**src/rtl/sem_pkg.sv**
```systemverilog
// shared types, constants and the square root step of the edge magnitude unit
package sem_pkg;

  // default and reset values
  localparam int unsigned MAX_WIDTH      = 2048;
  localparam int unsigned QUEUE_DEPTH    = 4;
  localparam logic [11:0] WIDTH_RESET    = 12'd640;
  localparam logic [15:0] HEIGHT_RESET   = 16'd480;

  // configuration port
  localparam int unsigned CFG_IDX_W      = 2;
  localparam int unsigned CFG_DATA_W     = 16;
  localparam logic [CFG_IDX_W-1:0] REG_IMAGE_WIDTH  = 2'd0;
  localparam logic [CFG_IDX_W-1:0] REG_IMAGE_HEIGHT = 2'd1;

  // gradient pair of one interior pixel, front to back
  typedef struct packed {
    logic signed [10:0] gx;
    logic signed [10:0] gy;
    logic               frame_end;
  } grad_t;

  // square root pipeline stage contents
  typedef struct packed {
    logic [15:0] rem;
    logic [15:0] root;
    logic        clip;
    logic        frame_end;
  } root_t;

  // one step of the digit-by-digit integer square root
  function automatic root_t sqrt_step(root_t s, logic [14:0] step_bit);
    root_t       r;
    logic [16:0] trial;
    r = s;
    trial = {1'b0, s.root} + {2'b00, step_bit};
    if ({1'b0, s.rem} >= trial) begin
      r.rem  = s.rem - trial[15:0];
      r.root = (s.root >> 1) + {1'b0, step_bit};
    end else begin
      r.root = s.root >> 1;
    end
    return r;
  endfunction

endpackage

```
**src/rtl/sem_back.sv**
```systemverilog
// back part: squares, sum, saturation and pipelined square root
module sem_back (
  input  logic           clk_i,
  input  logic           rst_ni,
  input  logic           q_valid_i,
  input  sem_pkg::grad_t q_item_i,
  output logic           q_pop_o,
  output logic           empty_o,
  input  logic           res_pop_i,
  output logic [7:0]     magnitude_o,
  output logic           clipped_o,
  output logic           frame_end_o
);
  import sem_pkg::*;

  localparam int unsigned RootStages = 4;
  localparam int unsigned Last       = RootStages + 1;

  logic               vld_q [Last+1];
  logic               adv;
  logic signed [21:0] px, py;
  logic [19:0]        sqx_q, sqy_q;
  logic               fend0_q;
  logic [20:0]        sum;
  root_t              st_q [RootStages+1];
  root_t              st_d [RootStages+1];

  // whole pipeline moves while the output slot is free or taken
  assign adv     = !vld_q[Last] || res_pop_i;
  assign q_pop_o = adv && q_valid_i;

  always_ff @(posedge clk_i or negedge rst_ni) begin
    if (!rst_ni) begin
      for (int i = 0; i <= Last; i++) begin
        vld_q[i] <= 1'b0;
      end
    end else if (adv) begin
      vld_q[0] <= q_valid_i;
      for (int i = 1; i <= Last; i++) begin
        vld_q[i] <= vld_q[i-1];
      end
    end
  end

  // squared gradients
  assign px = q_item_i.gx * q_item_i.gx;
  assign py = q_item_i.gy * q_item_i.gy;

  always_ff @(posedge clk_i) begin
    if (adv) begin
      sqx_q   <= px[19:0];
      sqy_q   <= py[19:0];
      fend0_q <= q_item_i.frame_end;
    end
  end

  // sum and saturation check
  assign sum = {1'b0, sqx_q} + {1'b0, sqy_q};

  assign st_d[0] = '{rem: sum[15:0], root: 16'd0, clip: |sum[20:16], frame_end: fend0_q};

  // two root digits per stage
  for (genvar k = 0; k < RootStages; k++) begin : g_root
    assign st_d[k+1] = sqrt_step(sqrt_step(st_q[k], 15'(1) << (14 - 4 * k)),
                                 15'(1) << (12 - 4 * k));
  end

  always_ff @(posedge clk_i) begin
    if (adv) begin
      for (int i = 0; i <= RootStages; i++) begin
        st_q[i] <= st_d[i];
      end
    end
  end

  // result slot
  assign empty_o     = !vld_q[Last];
  assign magnitude_o = st_q[RootStages].clip ? 8'hFF : st_q[RootStages].root[7:0];
  assign clipped_o   = st_q[RootStages].clip;
  assign frame_end_o = st_q[RootStages].frame_end;

  // checks
  a_hold_result: assert property (@(posedge clk_i) disable iff (!rst_ni)
    vld_q[Last] && !res_pop_i |=> vld_q[Last] && $stable(st_q[RootStages]))
    else $error("waiting result changed before it was taken");

  a_pop_needs_item: assert property (@(posedge clk_i) disable iff (!rst_ni)
    q_pop_o |-> q_valid_i && adv)
    else $error("queue popped without an item or room");

endmodule

```
**config.mk**
```make
export PLATFORM = sky130hd
export DESIGN_NAME = sem_back
export DESIGN_NICKNAME = d
export VERILOG_FILES = /design/src/rtl/sem_pkg.sv /design/src/rtl/sem_back.sv
export SDC_FILE = /design/constraint.sdc
export NUM_CORES = 1
export LEC_CHECK = 0
export ABC_AREA = 1
export BUFFER_PORTS_ARGS = -buffer_cell sky130_fd_sc_hd__buf_2
export CORE_UTILIZATION = 59
export DETAILED_ROUTE_END_ITERATION = 8
export PLACE_DENSITY_LB_ADDON = 0.12
export SYNTH_ARGS = -nofsm -noshare
export SYNTH_HDL_FRONTEND = slang
export SYNTH_SLANG_ARGS = --single-unit
```
**constraint.sdc**
```tcl
create_clock -name clk_i -period 5 [get_ports clk_i]
set_clock_uncertainty 0.2 [all_clocks]
set_input_delay 0.75 -clock clk_i [delete_from_list [all_inputs] [get_ports clk_i]]
set_output_delay 0.75 -clock clk_i [all_outputs]
set_load 0.005 [all_outputs]
```
==> Word-level counts from Yosys, hierarchy flattened <==
Memories as Yosys holds them, arrays and structs flattened.
Cells that the tools add are included.
Widths: inputs -> output; s select.
{ "totals": {"register_bits": 47, "ramBits": 170, "in_bits": 27, "output_inout_bits": 12, "elab_cells": 68, "memories": 1} }
{ "op_classes": {"n_addsub": 25, "n_mul": 2, "n_lt_le_gt_ge": 8, "muxes": 19, "reduce_logical": 4} }
{ "memory_table": {"columns": ["name", "words", "width", "rd", "rd_clocked_by_memory_dff", "write_ports", "line_no", "rtl"], "rows": [
  ["st_q", 5, 34, 5, 0, 5, "sem_back.sv:25", "root_t st_q [RootStages+1];"]
]} }
{ "op_table": {"columns": ["cell", "count"], "rows": [
  ["$mux 16", 16],
  ["$ge 16x17->1", 8],
  ["$sub 16x16->16", 8],
  ["$mul 11x11->20", 2],
  ["$add 20x20->21", 1],
  ["$add 16x1->17 const B", 1],
  ["$add 16x11->17 const B", 1],
  ["$add 16x13->17 const B", 1],
  ["$add 16x15->17 const B", 1],
  ["$add 16x3->17 const B", 1],
  ["$add 16x5->17 const B", 1],
  ["$add 16x7->17 const B", 1],
  ["$add 16x9->17 const B", 1],
  ["$add 15x1->16 const B", 1],
  ["$add 15x11->16 const B", 1],
  ["$add 15x13->16 const B", 1],
  ["$add 15x15->16 const B", 1],
  ["$add 15x3->16 const B", 1],
  ["$add 15x5->16 const B", 1],
  ["$add 15x7->16 const B", 1],
  ["$add 15x9->16 const B", 1],
  ["$mux 8", 1],
  ["$reduce_or 5->1", 1],
  ["$mux 1", 2],
  ["other kinds (3)", 3]
]} }

==> Logic depth before layout (Yosys ltp) <==
An unclocked memory read counts as a cell.
{ "logic_depth": {"word_depth": 7, "mapped_depth": 22, "ltp_nobuf": 22} }

==> Worst setup path after synthesis <==
Ideal clock, no wire load.
{ "synth_path": {"path_kind": "in2reg", "start": "input port q_item_i[22] (netlist name)", "end": "register sqx_q[18] (data pin)", "setup_ns": 0.264, "arrival_time_ns": 5.343, "required_ns": 4.536, "setup_slack_ns": -0.807, "stages": 20, "path_buffers": 1, "cell_sequence": "clkbuf_1 -> clkinv_1 -> or2_2 -> fa_1 -> inv_1 -> fa_1 -> inv_1 -> fa_1 -> fa_1 -> fa_1 -> inv_1 -> ha_1 -> nand2_1 -> nor2_1 -> nand3b_1 -> nand3_1 -> nand3_1 -> nand2_1 -> a31oi_1 -> xor2_1"} }
{ "synth_via": {"elab_chain_cells": 1} }
{ "synth_lines": {"columns": ["item", "line_no", "rtl"], "rows": [
  ["start, declared", "sem_back.sv:6", "input sem_pkg::grad_t q_item_i,"],
  ["$mul 11x11->20", "sem_back.sv:46", "assign px = q_item_i.gx * q_item_i.gx;"],
  ["via px[18]", "sem_back.sv:21", "logic signed [21:0] px, py;"],
  ["end signal, assigned", "sem_back.sv:51", "sqx_q <= px[19:0];"],
  ["end, declared", "sem_back.sv:22", "logic [19:0] sqx_q, sqy_q;"]
]} }
The timed path passes the listed nets, and every way through them passes these cells.
A chain may end at the register's enable or synchronous reset.

==> Final worst setup path <==
{ "layout_path": {"start": "input port q_item_i[11] (netlist name)", "end": "register sqy_q[19] (data pin)"} }
{ "layout_via": {"elab_chain_cells": 1} }
{ "layout_lines": {"columns": ["item", "line_no", "rtl"], "rows": [
  ["$mul 11x11->20", "sem_back.sv:47", "assign py = q_item_i.gy * q_item_i.gy;"],
  ["via py[19]", "sem_back.sv:21", null],
  ["end signal, assigned", "sem_back.sv:52", "sqy_q <= py[19:0];"],
  ["end, declared", "sem_back.sv:22", null]
]} }
The timed path passes the listed nets, and every way through them passes these cells.

==> results.sh <==
export IMPL_status="finished with violations"
export IMPL_violations="design-rule violations"
export IMPL_crit_arrival_ps=4910
export IMPL_fp_row_count=59
export IMPL_drt_pass1_iterations=7
export IMPL_grt_first_pass_wirelength_um=53900
export IMPL_ant_nets=0
export IMPL_max_freq_ghz=0.202
export IMPL_setup_viol=0
export IMPL_rsz0062_at_grt="true"
export IMPL_htreeDepth=4
export IMPL_route_detailed_drc=4
export IMPL_max_cap_violations=0
export IMPL_drive_above_1_share=0.207
export IMPL_syn_cell_area_um2=15800
export IMPL_path_common_cell="fa_1"
export IMPL_grt_max_degree=79
export IMPL_yosysWarningCount=0
export IMPL_synthTopCellsByCount="inv_1, nand2_1, fa_1, ha_1, edfxtp_1"
export IMPL_core_area_um2=26100
export IMPL_ctsLongestPathBuffers=2
export IMPL_hp_class="flop to flop"
export IMPL_start_util=0.603
export IMPL_critPathMaxFanout=5
export IMPL_die_width_um=165
export IMPL_critPathKind="input port to flop"
export IMPL_antenna_found_initial=0
export IMPL_worstPathRequired_ps=4960
export IMPL_cts_sinks=139
export IMPL_diodes=0
export IMPL_cts_tree="done"
export IMPL_synth_async_reset_ratio=0.0432
export IMPL_numCtsBuffers=17
export IMPL_startpoint="q_item_i[11]"
export IMPL_cp_start_kind="input port"
export IMPL_final_area_um2=18800
export IMPL_root_buffer="clkbuf_16"
export IMPL_synth_nets=2144
export IMPL_slew_headroom=0.383
export IMPL_avgSynthCellArea_um2=8.81
export IMPL_synth_top_cell_by_area="edfxtp_1"
export IMPL_cpMaxStageDelayCell="fa_2"
export IMPL_cp_num_buf_inv=7
export IMPL_cp_top_family="adder cells"
export IMPL_synth_edf_count=133
export IMPL_dpl_instance_area_um2=17800
export IMPL_fin_crit_sh=0.990
export IMPL_nets=2334
export IMPL_synth_most_common_cell="inv_1"
export IMPL_syn_inst=1788
export IMPL_overflow=0
export IMPL_ys_types=43
export IMPL_slew_violations=0
export IMPL_hp_start="st_q[0][102]$_DFFE_PN_"
export IMPL_avgRoutedWirePerCell_um=13.6
export IMPL_dp_hpwl_um=26300
export IMPL_worst_slew_pin_slew_ps=925
export IMPL_gp_congestion=0.908
export IMPL_placement_io_buffers=38
export IMPL_ys_flop_type="edfxtp_1"
export IMPL_cpPeakStageDelay_ps=620
export IMPL_synth_area_top_cells="edfxtp_1, fa_1, inv_1, ha_1, nand2_1"
export IMPL_grtUsageTotal=0.250
export IMPL_die_height_um=165
export IMPL_hold_viol_final=0
export IMPL_dieArea_um2=27400
export IMPL_r2r_start="st_q[0][78]$_DFFE_PN_"
export IMPL_first_iter_violations=512
export IMPL_via_count=11700
export IMPL_path_cells="buf_12, buf_12, nand2_4, inv_2, fa_2, inv_4, buf_4, fa_1, fa_1, fa_1, fa_1, inv_2, ha_4, nand2_1, inv_1, a221o_1, a31oi_1, xor2_1"
export IMPL_cp_end_kind="flop"
export IMPL_seq_area_frac_synth=0.263
export IMPL_clk_latency_ps=420
export IMPL_routed_wl_um=31500
export IMPL_synth_seq_cells=139
export IMPL_routed_via_density=5.03
export IMPL_io_pins=39
export IMPL_syn_to_final_growth_pct=19.4
export IMPL_min_period_ps=4950
export IMPL_clk_pin_slew_ps=70
export IMPL_grt_pass1_vias=12300
export IMPL_synth_top_cell_area_share=0.253
## layout by cell type (no fill, tap or decap), types with 22 or more instances in the layout
cell | synthesis | routed
inv_1 | 473 | 445
xor2_1 | 59 | 59
nand2_2 | 15 | 42
xnor2_1 | 34 | 34
ha_1 | 140 | 122
nand3_1 | 49 | 46
edfxtp_1 | 133 | 133
nor2_1 | 86 | 77
a21oi_1 | 81 | 68
buf_4 | 0 | 157
fa_1 | 189 | 180
buf_2 | 2 | 22
nand2_1 | 335 | 302
o21ai_0 | 39 | 31
inv_2 | 6 | 30
## registers in the layout, summed over array words and instances (netlist names)
register and cells:
fend0_q 1, sqx_q 19, sqy_q 19, st_q 94
vld_q 6
## area by class of cell
type / count / area, um^2
multi-input combinational: 1137 / 10200
tap: 335 / 419
timing repair buffer: 200 / 1590
fill: 1988 / 7320
sequential: 139 / 4140
clock inverter: 14 / 186
inverter: 483 / 1840
clock buffer: 18 / 429
## cell families (layout without fill, tap and decap cells)
family	Yosys count	count (layout)	synth area share
flip-flops	139	139	0.263
AO/OA/AOI/OAI	159	159	0.0569
AND/OR/NAND/NOR	555	555	0.153
adder cells (fa/ha/maj)	329	329	0.351
buffers and inverters	512	715	0.123
XOR/XNOR	94	94	0.0527
## path summary, 6_finish.rpt
path,endpoint,slack [ps],cells after the start
min in group asynchronous,vld_q[1]$_DFFE_PN0N_,500,2
max in group asynchronous,vld_q[3]$_DFFE_PN0N_,3960,2
worst max-delay path,sqy_q[19]$_DFFE_PN_,50,18
worst max register to register,st_q[0][131]$_DFFE_PN_,1050,15
worst min register to register,st_q[0][136]$_DFFE_PN_,220,0
worst min-delay path,st_q[0][136]$_DFFE_PN_,220,0
## metrics by stage
| stage | utilization | worst slack (ps) | instances | hold WS [ps] | setup TNS (ps) |
|---|---|---|---|---|---|
| after floorplan | - | -173 | 1788 | 200 | -685 |
| after global placement | 0.681 | -464 | 2283 | 200 | -5030 |
| after detailed placement | 0.681 | -516 | 2283 | 205 | -6100 |
| after CTS | 0.707 | 0.790 | 2318 | 221 | 0 |
| after global routing | 0.720 | -81.3 | 2326 | 226 | -174 |
| final | 0.720 | 49.5 | 2326 | 223 | 0 |
## worst register-to-register path, cell delays in order, from the launching register on
cell and delay [ps]:
edfxtp_1 410, inv_1 90, ha_1 390, o21ai_1 90, nand2_1 180, nand2_1 130
nand3_4 180, clkinv_1 230, o21ai_0 380, ha_1 390, a21oi_1 320, nand2_1 140
nor2_4 140, nand3_4 200, inv_2 180, a21oi_1 70
## repair_timing
| action | in CTS | in global routing |
|---|---|---|
| pin swaps | 8 | 63 |
| setup buffers | 2 | 7 |
| endpoints found under the setup margin | 4 | 12 |
| resized for setup | 8 | 102 |
| endpoints found under the hold margin | 6 | 0 |
| hold buffers | 1 | 0 |
| cloned | 0 | 1 |
## per-layer routing
layer	global-route usage	wire length, um
met5	0	0
met4	0.0715	656
met3	0.0302	652
met2	0.488	17700
met1	0.283	12600
Power is not shown: default switching activity piles up to over one toggle a cycle in this logic, so the estimate is an artifact.
