### src/rtl/sem_pkg.sv
// shared types, constants and the square root step of the edge magnitude unit
package sem_pkg;

  // default and reset values
  localparam int unsigned MAX_WIDTH      = 2048;
  localparam int unsigned QUEUE_DEPTH    = 4;
  localparam logic [11:0] WIDTH_RESET    = 12'd640;
  localparam logic [15:0] HEIGHT_RESET   = 16'd480;

  // configuration port
  localparam int unsigned CFG_IDX_W      = 2;
  localparam int unsigned CFG_DATA_W     = 16;
  localparam logic [CFG_IDX_W-1:0] REG_IMAGE_WIDTH  = 2'd0;
  localparam logic [CFG_IDX_W-1:0] REG_IMAGE_HEIGHT = 2'd1;

  // gradient pair of one interior pixel, front to back
  typedef struct packed {
    logic signed [10:0] gx;
    logic signed [10:0] gy;
    logic               frame_end;
  } grad_t;

  // square root pipeline stage contents
  typedef struct packed {
    logic [15:0] rem;
    logic [15:0] root;
    logic        clip;
    logic        frame_end;
  } root_t;

  // one step of the digit-by-digit integer square root
  function automatic root_t sqrt_step(root_t s, logic [14:0] step_bit);
    root_t       r;
    logic [16:0] trial;
    r = s;
    trial = {1'b0, s.root} + {2'b00, step_bit};
    if ({1'b0, s.rem} >= trial) begin
      r.rem  = s.rem - trial[15:0];
      r.root = (s.root >> 1) + {1'b0, step_bit};
    end else begin
      r.root = s.root >> 1;
    end
    return r;
  endfunction

endpackage

### src/rtl/sem_queue.sv
// short queue of gradient pairs between front and back
module sem_queue #(
  parameter int unsigned Depth = sem_pkg::QUEUE_DEPTH
) (
  input  logic           clk_i,
  input  logic           rst_ni,
  input  logic           push_i,
  output logic           full_o,
  input  sem_pkg::grad_t item_i,
  output logic           valid_o,
  input  logic           pop_i,
  output sem_pkg::grad_t item_o
);
  import sem_pkg::*;

  localparam int unsigned PtrW = (Depth > 1) ? $clog2(Depth) : 1;
  localparam int unsigned CntW = $clog2(Depth + 1);

  grad_t           mem_q [Depth];
  logic [PtrW-1:0] wr_q, rd_q;
  logic [CntW-1:0] cnt_q;
  logic            do_push, do_pop;

  assign full_o  = (cnt_q == CntW'(Depth));
  assign valid_o = (cnt_q != '0);
  assign item_o  = mem_q[rd_q];
  assign do_push = push_i && !full_o;
  assign do_pop  = pop_i && valid_o;

  // storage
  always_ff @(posedge clk_i) begin
    if (do_push) begin
      mem_q[wr_q] <= item_i;
    end
  end

  // pointers and fill count
  always_ff @(posedge clk_i or negedge rst_ni) begin
    if (!rst_ni) begin
      wr_q  <= '0;
      rd_q  <= '0;
      cnt_q <= '0;
    end else begin
      if (do_push) begin
        wr_q <= (wr_q == PtrW'(Depth - 1)) ? '0 : wr_q + PtrW'(1);
      end
      if (do_pop) begin
        rd_q <= (rd_q == PtrW'(Depth - 1)) ? '0 : rd_q + PtrW'(1);
      end
      if (do_push && !do_pop) begin
        cnt_q <= cnt_q + CntW'(1);
      end else if (do_pop && !do_push) begin
        cnt_q <= cnt_q - CntW'(1);
      end
    end
  end

  // checks
  a_count_bound: assert property (@(posedge clk_i) disable iff (!rst_ni)
    cnt_q <= CntW'(Depth))
    else $error("queue fill count beyond its depth");

endmodule

### config.mk
export PLATFORM = sky130hd
export DESIGN_NAME = sem_queue
export DESIGN_NICKNAME = d
export VERILOG_FILES = /design/src/rtl/sem_pkg.sv /design/src/rtl/sem_queue.sv
export SDC_FILE = /design/constraint.sdc
export NUM_CORES = 1
export LEC_CHECK = 0
export BUFFER_PORTS_ARGS = -buffer_cell sky130_fd_sc_hd__clkbuf_2
export CAP_MARGIN = 20
export CORE_MARGIN = 2
export CORE_UTILIZATION = 35
export DETAILED_ROUTE_END_ITERATION = 8
export PLACE_DENSITY = 0.52
export SLEW_MARGIN = 20
export SYNTH_ARGS = -nofsm -noshare
export SYNTH_HDL_FRONTEND = slang
export SYNTH_SLANG_ARGS = --single-unit
### constraint.sdc
create_clock -name clk_i -period 2.6 [get_ports clk_i]
set_clock_uncertainty 0.2 [all_clocks]
set_input_delay 0.13 -clock clk_i [delete_from_list [all_inputs] [get_ports clk_i]]
set_output_delay 0.13 -clock clk_i [all_outputs]
set_load 0.05 [all_outputs]
* Yosys cells after proc, flatten, opt, wreduce, memory -nomap -nowiden
Memory sizes are Yosys's and may differ from the RTL's. Index checks and enable logic that the tools add are counted.
Cells by class: equality and inequality tests 3, mux-type cells 6, add/subtract/negate cells 4, reduce and logical (&&, ||, !) cells 9
Operators with widths (number):
- 3-bit 2-to-1 mux | 2
- 2-bit by 1-bit adder with 2-bit output (second input constant) | 2
- 2-bit equality test (second input constant) | 2
- 1-bit logical AND | 4
- 2-bit 2-to-1 mux | 2
- 3-bit by 1-bit adder with 3-bit output (second input constant) | 1
- 3-bit equality test (second input constant) | 1
- 1-bit zero test | 3
- 3-bit nonzero test | 1
- 3-bit by 1-bit subtractor with 3-bit output (second input constant) | 1
- 1-bit 2-to-1 mux | 2
- 2-bit nonzero test | 1
Storage, ports and cells: memories kept 1, memory bits (writable) 92, register bits after elaboration 7, word-level logic and storage cells 26
Memories:
- mem_q | words 4, bits a word 23, rd ports 1, clocked after memory_dff 0, wr ports 1, RTL line sem_queue.sv:19 | grad_t mem_q [Depth];

* Longest topological paths before layout
Gate-level depths: netlist of run 1.
word-level depth 7, mapped depth 9

* Worst setup path after synthesis of run 1
No wires, ideal clock.
path kind register -> register, from register cnt_q[0], to register cnt_q[1], library setup time 0.125 ns, path slack 0.138 ns, stages on the path, launching flop included 8, period minus slack after synthesis 2.462 ns, arrival time 2.137 ns, path through dfrtp_1 nor3b_4 nor2b_2 buf_6 ha_1 inv_1 fa_1 mux2_2
On the way: cells in the longest elaborated chain, start to end 6, elaborated cells between the ends (all ways) 14, classes of those cells add/sub: 2; eq/ne: 1; mux: 2; reduce/logical: 9
RTL lines:
- start, declared | RTL line sem_queue.sv:21 | logic [CntW-1:0] cnt_q;
- start signal, assigned | RTL line sem_queue.sv:51 | cnt_q <= cnt_q + CntW'(1);
- start signal, assigned | RTL line sem_queue.sv:53 | cnt_q <= cnt_q - CntW'(1);
- 3-bit equality test (*) | RTL line sem_queue.sv:24 | assign full_o = (cnt_q == CntW'(Depth));
- named net full_o | RTL line sem_queue.sv:8 | output logic full_o,
- 1-bit zero test (*) | RTL line sem_queue.sv:27 | assign do_push = push_i && !full_o;
- 1-bit logical AND (*) | RTL line sem_queue.sv:27
- named net do_push | RTL line sem_queue.sv:22 | logic do_push, do_pop;
- 1-bit zero test | RTL line sem_queue.sv:52 | end else if (do_pop && !do_push) begin
- 1-bit logical AND | RTL line sem_queue.sv:52
- 2-bit nonzero test (no source line)
The timed path passes the listed nets; every way through them passes the cells marked *. The select of a mux whose other input is x is not followed. A chain may end at the register's enable or synchronous reset.

* Worst setup path after layout of run 1
from register cnt_q[0], to register cnt_q[2]
On the way: cells in the longest elaborated chain, start to end 6, elaborated cells between the ends (all ways) 14, classes of those cells add/sub: 2; eq/ne: 1; mux: 2; reduce/logical: 9
RTL lines:
- parallel branches: the longest is 6 deep, another holds 3-bit by 1-bit subtractor with 3-bit output
Several ways; the timed one is not identified. The select of a mux whose other input is x is not followed.

==> flow_metrics.tcl, run 1 <==
set metrics [dict create \
    status "finished clean" \
    relSlewSlack_pct 71.40 \
    drc 0 \
    ys_seq_elements 99 \
    viasPerCell 4.550 \
    p_per_area_nw_per_um2 1177 \
    cp-startpoint "cnt_q[0]" \
    p_seq_share_pct 40.5 \
    tns_ns 0 \
    switchingPower_mw 2.251 \
    initial_core_util_pct 35.64 \
    num_rows 38 \
    grt_max_degree 27 \
    r2r_start "cnt_q[0]" \
    hpwl_um 3832 \
    gp_congestion 0.7052 \
    vias 1779 \
    diodes 0 \
    grt_pass1_wl_um 9715 \
    path_class "flop to flop" \
    tritoncts "yes" \
    finalSetupViolations 0 \
    switching_share_pct 40.42 \
    htreeDepth 3 \
    hp-class "input pin to flop" \
    path_cells "or3_4 > nand2_4 > ha_1 > inv_1 > fa_1 > xor2_1 > nor2_1 > xor2_1" \
    clkPwrFrac_pct 16.4 \
    ant_nets 0 \
    async_reset_ff_share_pct 7.071 \
    grt_pass1_vias 1848 \
    fin_crit_ns 2.313 \
    path_common_cell "xor2_1" \
    io_buffers 51 \
    syn-num-nets 192 \
    yosysUniqueCellTypes 19 \
    drt-initial-drc-count 100 \
    synthFlopType "edfxtp_1" \
    fillers 958 \
    syn_avg_cell_area_um2 24.24 \
    p_comb_share_pct 43.1 \
    drv_slew 0 \
    io_pins 52 \
    core_area_um2 10750 \
    placed_cells 349 \
    path_buf_inv 1 \
    rsz0062_at_grt "no" \
    arrival_ns 2.39 \
    worst-endpoint-required_ns 2.68 \
    clk_path_buf_depth 2 \
    endpoint_kind "flop" \
    antenna_found_initial 0 \
    root_buffer "clkbuf_8" \
    crit_path_start_kind "flop" \
    yosysWarnings 0 \
    synth_top_cell_area_share_pct 72.13 \
    clock_latency_ns 0.35 \
    chipHeight_um 108.6 \
    worstPathMaxFanout 4 \
    power.leakage_nw 1.703 \
    hold_ws_ns 0.1065 \
    nets 280 \
    syn2layout_area_growth_pct 23.62 \
    path_clk_slew_ns 0.10 \
    die-area_um2 11800 \
    fmax_ghz 0.4323 \
    clock-sinks 99 \
    slowest_stage "dfrtp_1" \
    numCtsBuffers 9 \
    hp-start "push_i" \
    synth_seq_area_share_pct 76.71 \
    hold_viol_final 0 \
    synth_edf_count 92 \
    fin_util_pct 44.06 \
    instances_no_fill 391 \
    drive_gt1_share_pct 42.23 \
    total_power_mw 5.570 \
    wirelength_um 6391 \
    synth_area_leaders "edfxtp_1 72%, mux4_2 11%, dfrtp_1 4.6%" \
    power.internal_mw 3.319 \
    syn-instance-count 158 \
    tightest_slew_ns 0.4291 \
    synth.cell_area_um2 3830 \
    maxCapViolations 0 \
    gr-total-overflow 0 \
    wire_per_inst_um 16.35 \
    drtPass1Iterations 5 \
    cp_top_family "simple AND/OR/NAND/NOR gates" \
    synth_top_area_cell "edfxtp_1" \
    ir_drop_v 0.0005166 \
    worst_path_largest_cell_delay_ns 0.47 \
    die_w_um 108.6 \
    fin_crit_sh_pct 88.98 \
    gr-usage-all-layers_pct 11.48 \
]
## worst paths after layout
| path | endpoint | slack (ns) | depth (start not counted) |
|---|---|---|---|
| worst max-delay path | cnt_q[2] | 0.29 | 8 |
| worst min-delay path | cnt_q[0] | 0.11 | 4 |
| worst max register to register | cnt_q[2] | 0.29 | 8 |
| worst min register to register | cnt_q[2] | 0.31 | 1 |
| max in group asynchronous | rd_q[0] | 1.40 | 3 |
| min in group asynchronous | cnt_q[2] | 0.53 | 3 |
## per-layer routing
| metal | vias to the layer above | global-route usage, % | share of wire (%) |
|---|---|---|---|
| li1 | 825 | - | - |
| met1 | 910 | 14.69 | 45 |
| met2 | 37 | 18.66 | 49 |
| met3 | 7 | 3.737 | 4.3 |
| met4 | 0 | 3.571 | 1.3 |
| met5 | - | 0 | 0 |
## power by group through the flow
stage	Clock, mW	Combinational, mW	Sequential (mW)
global placement	0	2.41	2.29
detailed placement	0	2.42	2.30
global route	1.02	2.55	2.29
CTS	0.958	2.46	2.27
floorplan	0	1.92	2.24
finish	0.912	2.40	2.26
## metrics by stage
step / setup slack, ns / cell area (µm²)
floorplan: 0.1381 / 3830
detailed placement: 0.2890 / 4292
finish: 0.2866 / 4735
global placement: 0.3404 / 4292
CTS: 0.2562 / 4735
global route: 0.1634 / 4735
## synthesized netlist by cell type (2+ instances only)
| library cell | n |
|---|---|
| xor2_1 | 2 |
| ha_1 | 6 |
| buf_6 | 4 |
| and2_2 | 4 |
| nor2_1 | 3 |
| dfrtp_1 | 7 |
| mux2_4 | 4 |
| edfxtp_1 | 92 |
| mux4_1 | 5 |
| inv_1 | 3 |
| buf_2 | 3 |
| mux4_2 | 18 |
## layout by cell type, fill, tap and decap left out
cell	Yosys	layout
dfrtp_2	0	1
mux2_2	1	1
nand2_4	1	1
buf_4	0	4
inv_1	3	3
mux2_4	4	4
buf_12	0	3
clkbuf_2	0	51
nor2b_2	1	1
inv_8	0	1
clkinv_4	0	1
clkinvlp_4	0	1
or3_4	1	1
clkbuf_8	0	9
dlygate4sd3_1	0	26
clkinv_2	0	1
fa_1	1	1
nor3b_4	1	1
dfrtp_1	7	6
inv_6	0	3
xor2_1	2	2
mux4_2	18	18
xnor2_1	1	1
edfxtp_1	92	92
mux4_1	5	5
ha_1	6	6
nor2_1	3	3
and2_2	4	4
## kinds of logic after synthesis
family,count (synthesis),share of synthesized area [%]
buffers and inverters,10,1.862
AND/OR/NAND/NOR,11,2.385
adder cells (fa/ha/maj),7,2.483
multiplexers,28,15.88
flip-flops,99,76.71
XOR/XNOR,3,0.6862
## state kept, by name (all words and copies together), names as in the netlist
name	cells
cnt_q	3
rd_q	2
wr_q	2
mem_q	92
## worst register-to-register path: cells and delay by family, from the launching register on
kind	cells	cell delay (ns)
xor+xnor	2	0.31
fa+ha+maj	2	0.55
buf+inv	1	0.06
flops	1	0.47
simple gates	3	0.65
## final cells by class
class | count | area, µm² | share of cell area, %
clock buffer | 9 | 123.9 | 2.616
inverter | 3 | 11.26 | 0.2378
clock inverter | 7 | 58.81 | 1.242
tap | 140 | 175.2 | 3.700
timing repair buffer | 84 | 605.6 | 12.79
multi-input combinational | 49 | 820.8 | 17.34
sequential | 99 | 2939 | 62.08
## repair_timing
action	in CTS	in global routing
setup endpoints to repair	0	0
hold buffers	26	0
buffers inserted	0	0
hold endpoints to repair	101	0
resized for setup	0	0
Power figures use the tool's default switching activity.
==> inputs of run 2 (changes only) <==
PLACE_DENSITY = default   (was 0.52)
PLACE_DENSITY_LB_ADDON = 0.1   (was default)
==> run 2 against run 1 <==
Net effect:
- sequential share of layout area grew 0.36 points
- routed wire length grew 4.5%
- count of clock-buffer cells in the layout increased by 3
- largest power group unchanged
- hold slack lost 0.044 ns
==> flow_metrics.tcl, run 2 (synthesis results as in run 1) <==
set metrics [dict create \
    ff2ff_setup_slack_ns 0.29 \
    clock_latency_ns 0.36 \
    nets 282 \
    switching_share_pct 40.03 \
    r2r_start "cnt_q[0]" \
    hpwl_um 4573 \
    drive_gt1_share_pct 40.71 \
    ir_drop_v 0.0006219 \
    hp-start "push_i" \
    drv_slew 0 \
    tns_ns 0 \
    vias 1815 \
    max_flop_register "mem_q" \
    arrival_ns 2.03 \
    clock-sinks 99 \
    worst-endpoint-required_ns 2.27 \
    drtPass1Iterations 4 \
    die_w_um 108.6 \
    path_class "flop to primary output" \
    initial_core_util_pct 35.64 \
    antenna_found_initial 0 \
    fillers 973 \
    maxCapViolations 0 \
    die-area_um2 11800 \
    fmax_ghz 0.4239 \
    relSlewSlack_pct 66.62 \
    cp_top_family "flip-flops" \
    io_buffers 51 \
    largest_reg_flops 92 \
    grt_pass1_vias 1910 \
    worst_path_largest_cell_delay_ns 0.56 \
    p_per_area_nw_per_um2 1163 \
    status "finished clean" \
    viasPerCell 4.618 \
    ctsResizeCount 0 \
    power.internal_mw 3.281 \
    finalSetupViolations 0 \
    path_buf_inv 2 \
    hold_ws_ns 0.06213 \
    fin_crit_ns 2.359 \
    gr-usage-all-layers_pct 12.41 \
    io_pins 52 \
    chipHeight_um 108.6 \
    tightest_slew_ns 0.5007 \
    fin_crit_sh_pct 90.74 \
    cp-startpoint "rd_q[0]" \
    most-common-layout-cells "92 x edfxtp_1, 51 x clkbuf_2, 26 x dlygate4sd3_1" \
    tritoncts "yes" \
    rsz0062_at_grt "no" \
    switchingPower_mw 2.190 \
    drt-initial-drc-count 59 \
    syn2layout_area_growth_pct 22.90 \
    core_area_um2 10750 \
    diodes 0 \
    ant_nets 0 \
    final_common_cell "edfxtp_1" \
    numCtsBuffers 9 \
    grt_pass1_wl_um 10330 \
    hp-class "input pin to flop" \
    hold_viol_final 0 \
    clk_path_buf_depth 2 \
    root_buffer "clkbuf_8" \
    drc 0 \
    gp_congestion 0.6354 \
    wirelength_um 6676 \
    crit_path_start_kind "flop" \
    worstPathMaxFanout 11 \
    power.leakage_nw 1.694 \
    p_seq_share_pct 42.1 \
    reg.largest.list "mem_q x92, cnt_q x3" \
    gr-total-overflow 0 \
    num_rows 38 \
    endpoint_kind "primary output" \
    htreeDepth 3 \
    clkPwrFrac_pct 14.8 \
    slowest_stage "dfrtp_2" \
    p_comb_share_pct 43.1 \
    path_cells "buf_4 > mux4_2 > clkbuf_2" \
    grt_max_degree 16 \
    wire_per_inst_um 16.99 \
    path_clk_slew_ns 0.09 \
]
[run 2: repair_timing]
| action | in CTS | in global routing |
|---|---|---|
| endpoints found under the setup margin | 0 | 0 |
| hold buffers | 26 | 0 |
| endpoints found under the hold margin | 101 | 0 |
| setup buffers | 0 | 0 |
[run 2: worst paths after layout]
path                        endpoint  cells after the start
max                        item_o[1]                      3
min                          wr_q[1]                      3
max reg2reg                 cnt_q[2]                      8
min reg2reg                 cnt_q[2]                      1
max in group asynchronous    rd_q[0]                      3
min in group asynchronous    wr_q[1]                      3
[run 2: power groups by stage]
stage,combinational [mW],clock (mW),sequential (mW)
finish,2.36,0.810,2.30
global route,2.50,0.910,2.34
CTS,2.41,0.848,2.31
detailed placement,2.37,0,2.35
global placement,2.33,0,2.32
floorplan,1.92,0,2.24
[run 2: worst reg2reg max path, stage by stage, from the launching register on]
cell,delay [ns]
dfrtp_1,0.47
or3_4,0.44
nand2_4,0.10
ha_1,0.18
inv_1,0.06
fa_1,0.38
xor2_1,0.15
nor2_1,0.11
xor2_1,0.16
[run 2: area by class of cell]
type                    instances  area [µm²]  share of cell area (%)
flip-flops and latches         99        2939                   62.44
clock inverters                 4       17.52                  0.3721
clock buffers                  12       135.1                   2.871
repair buffers                 86       608.1                   12.92
inverters                       3       11.26                  0.2392
multi-input cells              49       820.8                   17.44
well taps                     140       175.2                   3.721
[run 2: through the flow]
step	utilization, %	worst slack, ns	instances	instance area [µm²]	total power, mW
after floorplan	-	0.1381	158	3830	4.152
after global placement	39.96	0.3681	351	4294	4.648
after detailed placement	39.96	0.3240	351	4294	4.718
after CTS	43.81	0.1704	393	4707	5.568
after global routing	43.81	0.1132	393	4707	5.751
final	43.81	0.2408	393	4707	5.472
[run 2: metal layers]
layer  global-route usage (%)  vias up  part of all wire, %
met2                    20.49       30                   52
li1                         -      827                    -
met1                    15.14      950                   43
met3                    3.978        8                  3.6
met4                    4.945        0                  1.4
met5                        0        -                    0
==> inputs of run 3 (changes only) <==
ABC_AREA = 1   (was default)
==> run 3 against run 2 <==
Net effect:
- register-to-register slack better by 0.17 ns
- non-clock buffer count up 2
- synthesized area grew 7.5%
- critical path type unchanged
- critical endpoint is now item_o[0]
- largest cell class unchanged
- largest power group unchanged
- highest routed layer unchanged
==> flow_metrics.tcl, run 3 <==
set metrics [dict create \
    status "finished clean" \
    io_buffers 51 \
    worst-endpoint-required_ns 2.27 \
    grt_pass1_wl_um 12200 \
    worst_path_largest_cell_delay_ns 0.66 \
    synth_top_area_cell "edfxtp_1" \
    diodes 0 \
    tritoncts "yes" \
    grt_max_degree 50 \
    r2r_start "cnt_q[1]" \
    hp-class "flop to flop" \
    gp_congestion 0.8086 \
    clock-sinks 99 \
    antenna_found_initial 0 \
    ant_nets 0 \
    fin_crit_sh_pct 85.05 \
    drtPass1Iterations 4 \
    crit_path_start_kind "flop" \
    syn2layout_area_growth_pct 24.67 \
    grt_pass1_vias 2369 \
    endpoint_kind "primary output" \
    wirelength_um 7729 \
    syn_avg_cell_area_um2 12.55 \
    tns_ns 0 \
    worst_r2r_endpoint "cnt_q[1]" \
    max_flop_register "mem_q" \
    maxCapViolations 0 \
    synth.cell_area_um2 4118 \
    r2r_cells 9 \
    rsz0062_at_grt "no" \
    slowest_stage "dfrtp_2" \
    gr-total-overflow 0 \
    path_cells "buf_12 > o211ai_1 > nand2_1 > clkbuf_2" \
    whs_endpoint "cnt_q[2]" \
    ctsResizeCount 0 \
    hold_viol_final 0 \
    synth_area_leaders "edfxtp_1 67%, o211ai_1 8.4%, nand2_1 7.7%" \
    most-common-layout-cells "92 x edfxtp_1, 84 x nand2_1, 60 x inv_1" \
    finalSetupViolations 0 \
    chipHeight_um 112.5 \
    gr-usage-all-layers_pct 12.82 \
    ys_seq_elements 99 \
    wire_per_inst_um 13.80 \
    drive_gt1_share_pct 19.42 \
    die-area_um2 12650 \
    yosysUniqueCellTypes 16 \
    core_area_um2 11470 \
    clock_latency_ns 0.34 \
    num_rows 39 \
    worstPathMaxFanout 49 \
    hp-start "cnt_q[2]" \
    ff2ff_setup_slack_ns 0.46 \
    synth_edf_count 92 \
    vias 2498 \
    drv_slew 0 \
    path_buf_inv 2 \
    hold_depth 2 \
    reg.largest.list "mem_q x92, cnt_q x3" \
    root_buffer "clkbuf_16" \
    nets 446 \
    hpwl_um 4833 \
    power.leakage_nw 2.120 \
    synth_seq_area_share_pct 71.35 \
    fmax_ghz 0.4522 \
    largest_reg_flops 92 \
    numCtsBuffers 9 \
    async_reset_ff_share_pct 7.071 \
    post_cts_buffers 0 \
    syn-instance-count 328 \
    initial_core_util_pct 35.91 \
    tightest_slew_ns 0.5224 \
    fillers 1022 \
    path_clk_slew_ns 0.06 \
    final_common_cell "edfxtp_1" \
    arrival_ns 1.88 \
    yosysWarnings 0 \
    synth_top_cell_area_share_pct 67.09 \
    fin_crit_ns 2.211 \
    io_pins 52 \
    cp_top_family "flip-flops" \
    synthTopCellsByCount "92 x edfxtp_1, 84 x nand2_1, 60 x inv_1" \
    synth.most_common_cell "edfxtp_1" \
    clk_path_buf_depth 2 \
    path_class "flop to primary output" \
    relSlewSlack_pct 65.12 \
    htreeDepth 3 \
    drt-initial-drc-count 97 \
    ir_drop_v 0.0007926 \
    drc 0 \
    synthFlopType "edfxtp_1" \
    p_per_area_nw_per_um2 1243 \
    die_w_um 112.5 \
    syn-num-nets 362 \
    viasPerCell 4.461 \
    hold_ws_ns 0.3127 \
]
==> run 3: changes by cell type after synthesis, sizes merged, moves of 5 or more <==
cell | previous run | this run
mux4 | 23 | 0
nand2 | 1 | 84
buf | 7 | 15
mux2 | 5 | 0
inv | 3 | 61
nand3 | 0 | 7
o211ai | 0 | 46
==> run 3: metrics by stage <==
stage	power [mW]	worst slack [ns]	cell area (µm²)	utilization [%]	instances
after global placement	5.008	0.4958	4546	39.64	517
after detailed placement	5.029	0.4422	4546	39.64	517
after floorplan	4.390	0.2692	4118	-	328
after CTS	6.471	0.3750	5134	44.77	560
after global routing	6.746	0.2340	5134	44.77	560
final	6.380	0.3888	5134	44.77	560
==> run 3: cells by family after synthesis <==
| group | share of synthesized area [%] |
|---|---|
| compound gates | 8.508 |
| xor+xnor | 0.2127 |
| fa+ha+maj | 2.309 |
| buf+inv | 8.417 |
| flops | 71.35 |
| simple gates | 9.207 |
==> run 3: final cells by class <==
cell class	count	area, µm²	share of cell area (%)
multi-input combinational	153	843.3	16.43
clock buffer	10	229.0	4.460
tap	143	178.9	3.485
clock inverter	6	88.84	1.730
timing repair buffer	88	625.6	12.19
inverter	61	229.0	4.460
sequential	99	2939	57.25
==> run 3: report_power, final <==
group / switching (mW) / internal [mW]
logic: 2.03 / 0.689
clock network: 0.553 / 0.845
registers: 0.155 / 2.10
==> run 3: layer usage <==
layer,share of wire [%],vias to the layer above,track usage [%]
met4,1.2,0,3.659
met1,47,1160,15.88
li1,-,1280,-
met5,0,-,0
met3,4.0,11,4.536
met2,48,47,21.37
==> run 3: worst reg2reg max path, cell delays in order (launching register included) <==
cell and delay [ns]:
dfrtp_1 0.40, inv_1 0.09, nand3_1 0.14, nand2_1 0.27, inv_1 0.08, ha_1 0.21, inv_1 0.09, fa_1 0.41
nand2_1 0.07, o21ai_0 0.07
==> run 3: repair_timing <==
item / in CTS / in global routing
hold endpoints to repair: 103 / 0
endpoints found under the setup margin: 0 / 0
hold buffers: 27 / 0
==> run 3: how the worst max path moves through the flow <==
stage	startpoint	end	slack (ns)	depth (start not counted)
final	rd_q[0]	item_o[0]	0.39	4
after global routing	cnt_q[0]	cnt_q[2]	0.23	11
after CTS	rd_q[0]	item_o[0]	0.38	4
after detailed placement	cnt_q[0]	cnt_q[1]	0.44	9
after global placement	cnt_q[0]	cnt_q[1]	0.50	9
after floorplan	cnt_q[0]	cnt_q[2]	0.27	10
